`src/psg_tone_noise_generator_macros.svh`:
```
// Assertion macros for the programmable sound generator.
// Used by the channel and mixer modules; no other dependencies.
`ifndef PSG_TONE_NOISE_GENERATOR_MACROS_SVH
`define PSG_TONE_NOISE_GENERATOR_MACROS_SVH
`ifndef SYNTHESIS
`define PSG_ASSERT(label, clk, rst, prop) \
   label: assert property (@(posedge clk) disable iff (rst) (prop)) \
      else $error("psg assertion failed");
`define PSG_ASSERT_ALWAYS(label, clk, prop) \
   label: assert property (@(posedge clk) (prop)) \
      else $error("psg assertion failed");
`else
`define PSG_ASSERT(label, clk, rst, prop)
`define PSG_ASSERT_ALWAYS(label, clk, prop)
`endif
`endif

```
`src/psg_pkg.sv`:
```
// Shared types, constants and lookup functions for the sound generator.
// No dependencies.
`default_nettype none
package psg_pkg;

   localparam int NUM_TONE = 3;
   localparam int NUM_CHAN = 4;

   localparam logic [1:0] ACT_WRITE  = 2'd0;
   localparam logic [1:0] ACT_TICK   = 2'd1;
   localparam logic [1:0] ACT_SAMPLE = 2'd2;

   localparam logic [2:0] CSR_PAN_TONE0     = 3'd0;
   localparam logic [2:0] CSR_PAN_TONE1     = 3'd1;
   localparam logic [2:0] CSR_PAN_TONE2     = 3'd2;
   localparam logic [2:0] CSR_PAN_NOISE     = 3'd3;
   localparam logic [2:0] CSR_MASTER_VOLUME = 3'd4;

   localparam logic [6:0] PAN_TONE0_RESET  = 7'd20;
   localparam logic [6:0] PAN_TONE1_RESET  = 7'd80;
   localparam logic [6:0] PAN_TONE2_RESET  = 7'd50;
   localparam logic [6:0] PAN_NOISE_RESET  = 7'd50;
   localparam logic [6:0] VOLUME_RESET     = 7'd100;
   localparam logic [6:0] PCT_MAX          = 7'd100;

   localparam logic [1:0]  NOISE_CHAN       = 2'd3;
   localparam logic [1:0]  NOISE_RATE_16    = 2'd0;
   localparam logic [1:0]  NOISE_RATE_32    = 2'd1;
   localparam logic [1:0]  NOISE_RATE_64    = 2'd2;
   localparam logic [1:0]  NOISE_RATE_TONE2 = 2'd3;
   localparam logic [3:0]  ATTEN_SILENT     = 4'd15;
   localparam logic [10:0] TONE_COUNT_RESET  = 11'd1024;
   localparam logic [10:0] NOISE_COUNT_RESET = 11'd16;
   localparam logic [10:0] NOISE_RELOAD_0    = 11'h010;
   localparam logic [10:0] NOISE_RELOAD_1    = 11'h020;
   localparam logic [10:0] NOISE_RELOAD_2    = 11'h040;
   localparam logic [15:0] SHIFT_RESET       = 16'h8000;
   localparam logic [15:0] SHIFT_SEED        = 16'h4000;

   // weight = floor(pct * 256 / 100) = (pct * PAN_RECIP) >> 11 for pct <= 100
   localparam logic [12:0] PAN_RECIP   = 13'd5243;
   localparam logic [8:0]  WEIGHT_FULL = 9'd256;
   // floor(y / 100) = (y * PCT_RECIP) >> 29 for y <= 3276800
   localparam logic [22:0] PCT_RECIP   = 23'd5368710;

   typedef struct packed {
      logic [3:0] atten;
      logic       level;
   } psg_chan_status_type;

   typedef enum logic [2:0] {
      ST_IDLE,
      ST_WEIGHT,
      ST_LEFT,
      ST_RIGHT,
      ST_ACCUM,
      ST_SCALE,
      ST_RECIP,
      ST_ROUND
   } psg_mix_state_type;

   function automatic logic [13:0] atten_mag(input logic [3:0] atten);
      logic [13:0] mag;
      unique case (atten)
         4'd0:    mag = 14'd8192;
         4'd1:    mag = 14'd6508;
         4'd2:    mag = 14'd5172;
         4'd3:    mag = 14'd4108;
         4'd4:    mag = 14'd3264;
         4'd5:    mag = 14'd2592;
         4'd6:    mag = 14'd2060;
         4'd7:    mag = 14'd1636;
         4'd8:    mag = 14'd1300;
         4'd9:    mag = 14'd1032;
         4'd10:   mag = 14'd820;
         4'd11:   mag = 14'd652;
         4'd12:   mag = 14'd516;
         4'd13:   mag = 14'd412;
         4'd14:   mag = 14'd328;
         default: mag = 14'd0;
      endcase
      return mag;
   endfunction

   function automatic logic [6:0] pct_clamp(input logic [6:0] v);
      return (v > PCT_MAX) ? PCT_MAX : v;
   endfunction

endpackage
`default_nettype wire

```
`src/psg_tone_noise_generator.sv`:
```
// Top level of the sound generator: handshakes, control registers, channels, mixer.
// Depends on psg_pkg, psg_chan and psg_mix.
//
//   channel  ports                                   moves
//   req      req_valid/req_ready, action, data       write, tick or sample transaction
//   rsp      rsp_valid/rsp_ready, left/right sample  one stereo pair per sample transaction
//   csr      csr_wr_en, csr_index, csr_wdata         control register write, no wait
//
// Write and tick transactions leave req_ready high.
// A sample transaction runs through the shared mixer multiplier
// (four steps per channel, three per side) with req_ready low meanwhile.
// The result register holds a pending pair; a finished mix waits on it.
// Synchronous reset restores all channel state and control registers.
`default_nettype none
module psg_tone_noise_generator import psg_pkg::*; (
   input  logic               clock,
   input  logic               reset,
   input  logic               req_valid,
   output logic               req_ready,
   input  logic [1:0]         req_action,
   input  logic [7:0]         req_data,
   output logic               rsp_valid,
   input  logic               rsp_ready,
   output logic signed [15:0] rsp_left_sample,
   output logic signed [15:0] rsp_right_sample,
   input  logic               csr_wr_en,
   input  logic [2:0]         csr_index,
   input  logic [6:0]         csr_wdata
);

   logic [NUM_CHAN-1:0][6:0]           pan_ff;
   logic [6:0]                         volume_ff;
   psg_chan_status_type [NUM_CHAN-1:0] status;
   logic                               accept;
   logic                               mix_idle;

   assign req_ready = mix_idle;
   assign accept    = req_valid && req_ready;

   always_ff @(posedge clock) begin
      if (reset) begin
         pan_ff[0] <= PAN_TONE0_RESET;
         pan_ff[1] <= PAN_TONE1_RESET;
         pan_ff[2] <= PAN_TONE2_RESET;
         pan_ff[3] <= PAN_NOISE_RESET;
         volume_ff <= VOLUME_RESET;
      end else if (csr_wr_en) begin
         unique case (csr_index)
            CSR_PAN_TONE0:     pan_ff[0] <= csr_wdata;
            CSR_PAN_TONE1:     pan_ff[1] <= csr_wdata;
            CSR_PAN_TONE2:     pan_ff[2] <= csr_wdata;
            CSR_PAN_NOISE:     pan_ff[3] <= csr_wdata;
            CSR_MASTER_VOLUME: volume_ff <= csr_wdata;
            default: ;
         endcase
      end
   end

   psg_chan u_chan (
      .clock   (clock),
      .reset   (reset),
      .wr_en   (accept && req_action == ACT_WRITE),
      .tick_en (accept && req_action == ACT_TICK),
      .data    (req_data),
      .status  (status)
   );

   psg_mix u_mix (
      .clock         (clock),
      .reset         (reset),
      .start         (accept && req_action == ACT_SAMPLE),
      .pan           (pan_ff),
      .master_volume (volume_ff),
      .status        (status),
      .idle          (mix_idle),
      .rsp_valid     (rsp_valid),
      .rsp_ready     (rsp_ready),
      .rsp_left      (rsp_left_sample),
      .rsp_right     (rsp_right_sample)
   );

endmodule
`default_nettype wire

```
`src/psg_chan.sv`:
```
// Tone and noise channel state: command byte decode and per-tick update.
// Depends on psg_pkg and the assertion macro header.
`default_nettype none
`include "psg_tone_noise_generator_macros.svh"
module psg_chan import psg_pkg::*; (
   input  logic                                clock,
   input  logic                                reset,
   input  logic                                wr_en,
   input  logic                                tick_en,
   input  logic [7:0]                          data,
   output psg_chan_status_type [NUM_CHAN-1:0]  status
);

   logic [9:0]          tone_period_ff [NUM_TONE];
   logic [9:0]          tone_period_in [NUM_TONE];
   logic [10:0]         tone_count_ff  [NUM_TONE];
   logic [10:0]         tone_count_in  [NUM_TONE];
   logic [NUM_TONE-1:0] tone_level_ff, tone_level_in;
   logic [3:0]          tone_atten_ff  [NUM_TONE];
   logic [3:0]          tone_atten_in  [NUM_TONE];
   logic [3:0]          noise_atten_ff, noise_atten_in;
   logic [1:0]          noise_rate_ff, noise_rate_in;
   logic                noise_white_ff, noise_white_in;
   logic [15:0]         noise_shift_ff, noise_shift_in;
   logic [10:0]         noise_count_ff, noise_count_in;
   logic                noise_level_ff, noise_level_in;
   logic [1:0]          latch_chan_ff, latch_chan_in;
   logic                latch_atten_ff, latch_atten_in;

   always_comb begin
      logic [10:0] tcount;
      logic [10:0] ncount;
      logic [10:0] reload;
      logic [15:0] shifted;
      logic        fb;
      logic [1:0]  ch;

      tone_period_in = tone_period_ff;
      tone_count_in  = tone_count_ff;
      tone_level_in  = tone_level_ff;
      tone_atten_in  = tone_atten_ff;
      noise_atten_in = noise_atten_ff;
      noise_rate_in  = noise_rate_ff;
      noise_white_in = noise_white_ff;
      noise_shift_in = noise_shift_ff;
      noise_count_in = noise_count_ff;
      noise_level_in = noise_level_ff;
      latch_chan_in  = latch_chan_ff;
      latch_atten_in = latch_atten_ff;
      tcount  = '0;
      ncount  = '0;
      reload  = '0;
      shifted = '0;
      fb      = 1'b0;
      ch      = data[6:5];

      if (wr_en) begin
         if (data[7]) begin
            latch_chan_in  = ch;
            latch_atten_in = data[4];
            if (data[4]) begin
               if (ch != NOISE_CHAN) begin
                  tone_atten_in[ch] = data[3:0];
               end else begin
                  noise_atten_in = data[3:0];
               end
            end else if (ch != NOISE_CHAN) begin
               tone_period_in[ch] = {tone_period_ff[ch][9:4], data[3:0]};
            end else begin
               noise_shift_in = SHIFT_SEED;
               noise_rate_in  = data[1:0];
               noise_white_in = data[2];
            end
         end else if (!latch_atten_ff && latch_chan_ff != NOISE_CHAN) begin
            tone_period_in[latch_chan_ff] = {data[5:0], tone_period_ff[latch_chan_ff][3:0]};
         end
      end else if (tick_en) begin
         for (int i = 0; i < NUM_TONE; i++) begin
            if (tone_period_ff[i] < 10'd2) begin
               tone_level_in[i] = 1'b1;
            end else begin
               tcount = tone_count_ff[i] - 11'd1;
               if (tcount == '0) begin
                  tone_count_in[i] = {1'b0, tone_period_ff[i]};
                  tone_level_in[i] = ~tone_level_ff[i];
               end else begin
                  tone_count_in[i] = tcount;
               end
            end
         end
         if (noise_rate_ff == NOISE_RATE_TONE2 && tone_period_ff[NUM_TONE-1] < 10'd2) begin
            noise_level_in = 1'b1;
         end else begin
            unique case (noise_rate_ff)
               NOISE_RATE_16: reload = NOISE_RELOAD_0;
               NOISE_RATE_32: reload = NOISE_RELOAD_1;
               NOISE_RATE_64: reload = NOISE_RELOAD_2;
               default:       reload = {tone_period_ff[NUM_TONE-1], 1'b0};
            endcase
            ncount = noise_count_ff - 11'd1;
            if (ncount == '0) begin
               noise_count_in = reload;
               fb = noise_white_ff ? (noise_shift_ff[0] ^ noise_shift_ff[1])
                                   : noise_shift_ff[0];
               shifted = {1'b0, noise_shift_ff[15] | fb, noise_shift_ff[14:1]};
               if (shifted == '0) begin
                  shifted = 16'd1;
               end
               noise_shift_in = shifted;
               noise_level_in = shifted[0];
            end else begin
               noise_count_in = ncount;
            end
         end
      end
   end

   always_ff @(posedge clock) begin
      if (reset) begin
         for (int i = 0; i < NUM_TONE; i++) begin
            tone_period_ff[i] <= '0;
            tone_count_ff[i]  <= TONE_COUNT_RESET;
            tone_atten_ff[i]  <= ATTEN_SILENT;
         end
         tone_level_ff  <= '0;
         noise_atten_ff <= ATTEN_SILENT;
         noise_rate_ff  <= NOISE_RATE_16;
         noise_white_ff <= 1'b0;
         noise_shift_ff <= SHIFT_RESET;
         noise_count_ff <= NOISE_COUNT_RESET;
         noise_level_ff <= 1'b0;
         latch_chan_ff  <= '0;
         latch_atten_ff <= 1'b0;
      end else begin
         tone_period_ff <= tone_period_in;
         tone_count_ff  <= tone_count_in;
         tone_level_ff  <= tone_level_in;
         tone_atten_ff  <= tone_atten_in;
         noise_atten_ff <= noise_atten_in;
         noise_rate_ff  <= noise_rate_in;
         noise_white_ff <= noise_white_in;
         noise_shift_ff <= noise_shift_in;
         noise_count_ff <= noise_count_in;
         noise_level_ff <= noise_level_in;
         latch_chan_ff  <= latch_chan_in;
         latch_atten_ff <= latch_atten_in;
      end
   end

   always_comb begin
      for (int i = 0; i < NUM_TONE; i++) begin
         status[i].atten = tone_atten_ff[i];
         status[i].level = tone_level_ff[i];
      end
      status[NUM_CHAN-1].atten = noise_atten_ff;
      status[NUM_CHAN-1].level = noise_level_ff;
   end

   `PSG_ASSERT(a_shift_nonzero, clock, reset, noise_shift_ff != '0)
   `PSG_ASSERT(a_noise_hold, clock, reset, tick_en && !wr_en && noise_rate_ff == NOISE_RATE_TONE2 && tone_period_ff[NUM_TONE-1] < 10'd2 |=> noise_level_ff)

endmodule
`default_nettype wire

```
`src/psg_mix.sv`:
```
// Stereo mixer: sequencer around one shared multiplier, plus result register.
// Depends on psg_pkg and the assertion macro header.
`default_nettype none
`include "psg_tone_noise_generator_macros.svh"
module psg_mix import psg_pkg::*; (
   input  logic                                clock,
   input  logic                                reset,
   input  logic                                start,
   input  logic [NUM_CHAN-1:0][6:0]            pan,
   input  logic [6:0]                          master_volume,
   input  psg_chan_status_type [NUM_CHAN-1:0]  status,
   output logic                                idle,
   output logic                                rsp_valid,
   input  logic                                rsp_ready,
   output logic signed [15:0]                  rsp_left,
   output logic signed [15:0]                  rsp_right
);

   psg_mix_state_type  state_ff, state_in;
   logic [1:0]         ch_ff;
   logic               side_ff;
   logic [8:0]         w_ff;
   logic signed [16:0] acc_l_ff, acc_r_ff;
   logic               sign_ff;
   logic [15:0]        left_hold_ff;
   logic [44:0]        prod_ff;
   logic               rsp_valid_ff;
   logic [15:0]        rsp_left_ff, rsp_right_ff;

   logic [21:0]        mul_a;
   logic [22:0]        mul_b;
   logic               prod_en;
   logic               out_free;
   logic [13:0]        mag;
   logic [13:0]        part_mag;
   logic signed [16:0] part_s;
   logic signed [16:0] side_sum;
   logic signed [16:0] sat;
   logic [15:0]        clamp_mag;
   logic [15:0]        quot;
   logic [15:0]        result;

   assign out_free = !rsp_valid_ff || rsp_ready;
   assign mag      = atten_mag(status[ch_ff].atten);
   assign part_mag = status[ch_ff].level ? prod_ff[21:8]
                                         : 14'((prod_ff[21:0] + 22'd255) >> 8);
   assign part_s   = status[ch_ff].level ? $signed({3'b000, part_mag})
                                         : -$signed({3'b000, part_mag});
   assign side_sum = side_ff ? acc_r_ff : acc_l_ff;
   assign quot     = prod_ff[44:29];
   assign result   = sign_ff ? 16'(-quot) : quot;

   always_comb begin
      if (side_sum > 17'sd32767) begin
         sat = 17'sd32767;
      end else if (side_sum < -17'sd32768) begin
         sat = -17'sd32768;
      end else begin
         sat = side_sum;
      end
      clamp_mag = sat[16] ? 16'(-sat) : 16'(sat);
   end

   always_comb begin
      state_in = state_ff;
      unique case (state_ff)
         ST_IDLE:   if (start) state_in = ST_WEIGHT;
         ST_WEIGHT: state_in = ST_LEFT;
         ST_LEFT:   state_in = ST_RIGHT;
         ST_RIGHT:  state_in = ST_ACCUM;
         ST_ACCUM:  state_in = (ch_ff == NOISE_CHAN) ? ST_SCALE : ST_WEIGHT;
         ST_SCALE:  state_in = ST_RECIP;
         ST_RECIP:  state_in = ST_ROUND;
         ST_ROUND: begin
            if (!side_ff) begin
               state_in = ST_SCALE;
            end else if (out_free) begin
               state_in = ST_IDLE;
            end
         end
         default:   state_in = ST_IDLE;
      endcase
   end

   always_comb begin
      mul_a   = '0;
      mul_b   = '0;
      prod_en = 1'b0;
      idle    = 1'b0;
      unique case (state_ff)
         ST_IDLE: idle = 1'b1;
         ST_WEIGHT: begin
            mul_a   = 22'(pct_clamp(pan[ch_ff]));
            mul_b   = 23'(PAN_RECIP);
            prod_en = 1'b1;
         end
         ST_LEFT: begin
            mul_a   = 22'(mag);
            mul_b   = 23'(WEIGHT_FULL - prod_ff[19:11]);
            prod_en = 1'b1;
         end
         ST_RIGHT: begin
            mul_a   = 22'(mag);
            mul_b   = 23'(w_ff);
            prod_en = 1'b1;
         end
         ST_SCALE: begin
            mul_a   = 22'(clamp_mag);
            mul_b   = 23'(pct_clamp(master_volume));
            prod_en = 1'b1;
         end
         ST_RECIP: begin
            mul_a   = prod_ff[21:0];
            mul_b   = PCT_RECIP;
            prod_en = 1'b1;
         end
         default: ;
      endcase
   end

   always_ff @(posedge clock) begin
      if (prod_en) begin
         prod_ff <= mul_a * mul_b;
      end
      if (state_ff == ST_IDLE && start) begin
         ch_ff    <= '0;
         side_ff  <= 1'b0;
         acc_l_ff <= '0;
         acc_r_ff <= '0;
      end
      if (state_ff == ST_LEFT) begin
         w_ff <= prod_ff[19:11];
      end
      if (state_ff == ST_RIGHT) begin
         acc_l_ff <= acc_l_ff + part_s;
      end
      if (state_ff == ST_ACCUM) begin
         acc_r_ff <= acc_r_ff + part_s;
         ch_ff    <= ch_ff + 2'd1;
      end
      if (state_ff == ST_SCALE) begin
         sign_ff <= sat[16];
      end
      if (state_ff == ST_ROUND && !side_ff) begin
         left_hold_ff <= result;
         side_ff      <= 1'b1;
      end
      if (state_ff == ST_ROUND && side_ff && out_free) begin
         rsp_left_ff  <= left_hold_ff;
         rsp_right_ff <= result;
      end
   end

   always_ff @(posedge clock) begin
      if (reset) begin
         state_ff     <= ST_IDLE;
         rsp_valid_ff <= 1'b0;
      end else begin
         state_ff <= state_in;
         if (state_ff == ST_ROUND && side_ff && out_free) begin
            rsp_valid_ff <= 1'b1;
         end else if (rsp_ready) begin
            rsp_valid_ff <= 1'b0;
         end
      end
   end

   assign rsp_valid = rsp_valid_ff;
   assign rsp_left  = $signed(rsp_left_ff);
   assign rsp_right = $signed(rsp_right_ff);

   `PSG_ASSERT(a_start_idle, clock, reset, start |-> state_ff == ST_IDLE)
   `PSG_ASSERT(a_acc_range, clock, reset, state_ff == ST_SCALE |-> (acc_l_ff >= -17'sd32768 && acc_l_ff <= 17'sd32768 && acc_r_ff >= -17'sd32768 && acc_r_ff <= 17'sd32768))
   `PSG_ASSERT(a_result_load, clock, reset, state_ff == ST_ROUND && side_ff && out_free |=> rsp_valid_ff && state_ff == ST_IDLE)

endmodule
`default_nettype wire

```
`config.mk`:
```
export PLATFORM = sky130hd
export DESIGN_NAME = psg_tone_noise_generator
export DESIGN_NICKNAME = d
export VERILOG_FILES = /design/src/psg_pkg.sv /design/src/psg_tone_noise_generator.sv /design/src/psg_chan.sv /design/src/psg_mix.sv
export VERILOG_INCLUDE_DIRS = /design/src /design/src/src
export SDC_FILE = /design/constraint.sdc
export NUM_CORES = 2
export LEC_CHECK = 0
export ABC_CLOCK_PERIOD_IN_PS = 10800
export BUFFER_PORTS_ARGS = -buffer_cell sky130_fd_sc_hd__buf_2
export CORE_MARGIN = 5
export CORE_UTILIZATION = 48
export DETAILED_ROUTE_END_ITERATION = 10
export GPL_TIMING_DRIVEN = 1
export SYNTH_ARGS = -nofsm -noshare
export SYNTH_HDL_FRONTEND = slang
export SYNTH_SLANG_ARGS = --single-unit
export TNS_END_PERCENT = 30
```
`constraint.sdc`:
```
create_clock -name clock -period 10.8 [get_ports clock]
set_clock_uncertainty 0.05 [all_clocks]
set_input_delay 0.54 -clock clock [delete_from_list [all_inputs] [get_ports clock]]
set_output_delay 0.54 -clock clock [all_outputs]
set_load 0.03 [all_outputs]
```
==> results.json <==
{
  "status": "finished, final reports clean",
  "drc": 0,
  "syn_inst": 3259,
  "nets": 4018,
  "yosysSeqAreaShare_pct": 23.41,
  "synthTopCellsByCount": "573 x inv_1, 399 x fa_1, 323 x nor2_1, 274 x nand2_1, 218 x ha_1",
  "drive_gt1_share_pct": 6.500,
  "cts_tree": "done",
  "via_per_inst": 5.451,
  "clkSlewWorstSetupHoldPaths_ns": 0.06,
  "relSlewSlack_pct": 18.30,
  "worstPathArrival_ns": 10.41,
  "clkPwrFrac_pct": 31.8,
  "met2_usage_pct": 37.52,
  "cts.sinks": 288,
  "fin_crit_ns": 10.19,
  "cts-root-buf": "clkbuf_16",
  "cts.htree.levels": 2,
  "dp_hpwl_mm": 66.13,
  "routed_wirelength_mm": 81.50,
  "cpMostUsedCell": "fa_1",
  "synth_top_cell_by_area": "fa_1",
  "hold_viol_final": 0,
  "grtUsageMet3_pct": 3.452,
  "peakVddDrop_mv": 0.1915,
  "syn_area_sq_mm": 0.03028,
  "clockBufferDepth": 3,
  "cpMaxStageDelayCell": "a2111oi_1",
  "synth_area_leaders": "fa_1 26%, edfxtp_1 13%, dfxtp_1 10%",
  "cts_buffers": 35,
  "yosys_warnings": 0,
  "track_usage_pct": 24.14,
  "yosys_register_bits": 288,
  "crit_type": "reg2reg",
  "start_util_pct": 48.26,
  "timing.final.crit_share_pct": 94.34,
  "slowest_delay_ns": 0.61,
  "antenna_found_initial": 2,
  "synth_edf_count": 132,
  "intPower_mw": 2.407,
  "core_sq_mm": 0.06274,
  "diodes": 0,
  "wl_per_cell_um": 19.20,
  "grt_max_degree": 84,
  "hold_slack_ns": 0.2163,
  "vias": 23150,
  "maxCapViolCount": 0,
  "top_usage_layer": "met2",
  "power_switching_mw": 1.349,
  "setup_tns_ns": 0,
  "p_sw_share_pct": 35.91,
  "critPathCaptureType": "flop",
  "combPwrFrac_pct": 34.6,
  "area_growth_pct": 9.261,
  "crit_fanout": 19,
  "grt_pass1_vias": 23640,
  "gp_congestion": 0.9477,
  "drv_slew": 0,
  "die_w_um": 261.2,
  "ant_nets": 0,
  "synth_area_per_cell_sq_um": 9.291,
  "floorplan.die_area_sq_mm": 0.06820,
  "dieHeight_um": 261.2,
  "rows": 92,
  "pwr-share-seq_pct": 33.6,
  "worst_pin_slew_ns": 1.216,
  "power.density_mw_per_mm2": 113.5,
  "first_pass_iters": 6,
  "globalRouteMet1Util_pct": 36.27,
  "finalSetupViolations": 0,
  "yosysMostFrequentCell": "inv_1",
  "worst_setup_path_start_kind": "flop",
  "hold_path.class": "in2reg",
  "grt_setup_unrepaired": "false",
  "grt_pass1_wl_mm": 130.8,
  "yosysTopAreaCellShare_pct": 26.38,
  "num_io_pins": 59,
  "p_leak_nw": 14.92,
  "async_reset_ff_share_pct": 0,
  "max_freq_mhz": 98.15,
  "synth_ff_type": "dfxtp_1",
  "clk_latency_ns": 0.55,
  "yosysUniqueCellTypes": 95,
  "portBuffers": 58,
  "gr-total-overflow": 0,
  "critPathRequiredTime_ns": 11.02,
  "drt_iter0_markers": 1836
}
## flip-flops by register name, summed over array words and instances, names as in the netlist, 4 cells and up
register and cells:
u_mix.w_ff 9, u_mix.acc_l_ff 17, u_chan.noise_count_ff 11, pan_ff 28, u_chan.noise_atten_ff 4, u_mix.left_hold_ff 16, volume_ff 7, u_mix.rsp_left 16
u_mix.acc_r_ff 17, u_mix.prod_ff 38, u_chan.tone_count_ff 33, u_chan.noise_shift_ff 16, u_chan.tone_period_ff 30, u_chan.status 12, u_mix.rsp_right 16
## worst paths after layout
| check | from | to | slack [ns] | cells after the start |
|---|---|---|---|---|
| worst max-delay path | u_mix.side_ff | u_mix.prod_ff[37] | 0.61 | 29 |
| worst min-delay path | csr_wdata[3] | pan_ff[24] | 0.22 | 3 |
| worst max register to register | u_mix.side_ff | u_mix.prod_ff[37] | 0.61 | 29 |
| worst min register to register | u_mix.left_hold_ff[5] | u_mix.rsp_left[5] | 0.37 | 0 |
## worst max-delay path, delay by kind of cell (launching register included)
kind                       cells  cell delay, ns
AOI/OAI and AO/OA              8            2.67
muxes                          1            0.30
DFF                            1            0.55
adders and majority gates      8            4.11
and+or+nand+nor                6            1.61
buffers and inverters          6            0.60
## cell type report
class	count	area, sq um
Inverter	575	2158
Tap cell	846	1059
Multi-Input combinational cell	2370	20960
Clock buffer	41	918.4
Fill cell	5695	29650
Sequential cell	288	7088
Timing Repair Buffer	106	653.1
Clock inverter	20	246.5
## placed cells by master, fill, tap and decap left out, drive strengths merged, types with 43 or more instances in the layout
master    n
nor2    323
nand2   274
nor3     62
edfxtp  132
inv     576
nand3    46
fa      399
conb     83
xor2     43
mux2i    60
dfxtp   156
buf     106
a21oi   173
xnor2    77
ha      218
o21ai   105
## kinds of logic after synthesis
kind of cell               after synthesis  synth area share (%)
and+or+nand+nor                        944                 14.53
buffers and inverters                  682                 8.525
adders and majority gates              617                 35.39
AOI/OAI and AO/OA                      522                 11.30
DFF                                    288                 23.41
xor gates and xnor gates               120                 3.496
muxes                                   84                 3.322
other                                    2               0.02480
## power by group through the flow
| stage | clock (mW) | combinational, mW | sequential [mW] |
|---|---|---|---|
| global route | 1.27 | 1.47 | 1.26 |
| floorplan | 0 | 0.942 | 1.25 |
| global placement | 0 | 1.26 | 1.28 |
| detailed placement | 0 | 1.28 | 1.28 |
| finish | 1.19 | 1.30 | 1.26 |
| CTS | 1.22 | 1.30 | 1.26 |
## metrics by stage
step           util, %  cell area (sq um)  cells  total power [mW]  setup WS (ns)
2_1_floorplan        -              30580   3340             2.194          1.462
3_3_place_gp     50.84              31900   4185             2.542         0.3626
3_5_place_dp     50.84              31900   4185             2.558         0.3351
4_1_cts          52.70              33060   4246             3.781         0.1663
5_1_grt          52.73              33080   4246             4.010      0.0008278
6_report         52.73              33080   4246             3.756         0.6115
## what timing repair did
item / CTS / global route
hold buffers: 0 / 0
setup endpoints to repair: 0 / 10
buffers inserted: 0 / 0
gates resized for setup: 0 / 5
## layer usage
metal / routed length (um) / vias to the layer above
met5: 13 / -
met1: 38090 / 11540
met3: 5037 / 102
met4: 1732 / 2
li1: - / 10830
met2: 36630 / 665
No activity file was read; power rests on OpenSTA's default activity.
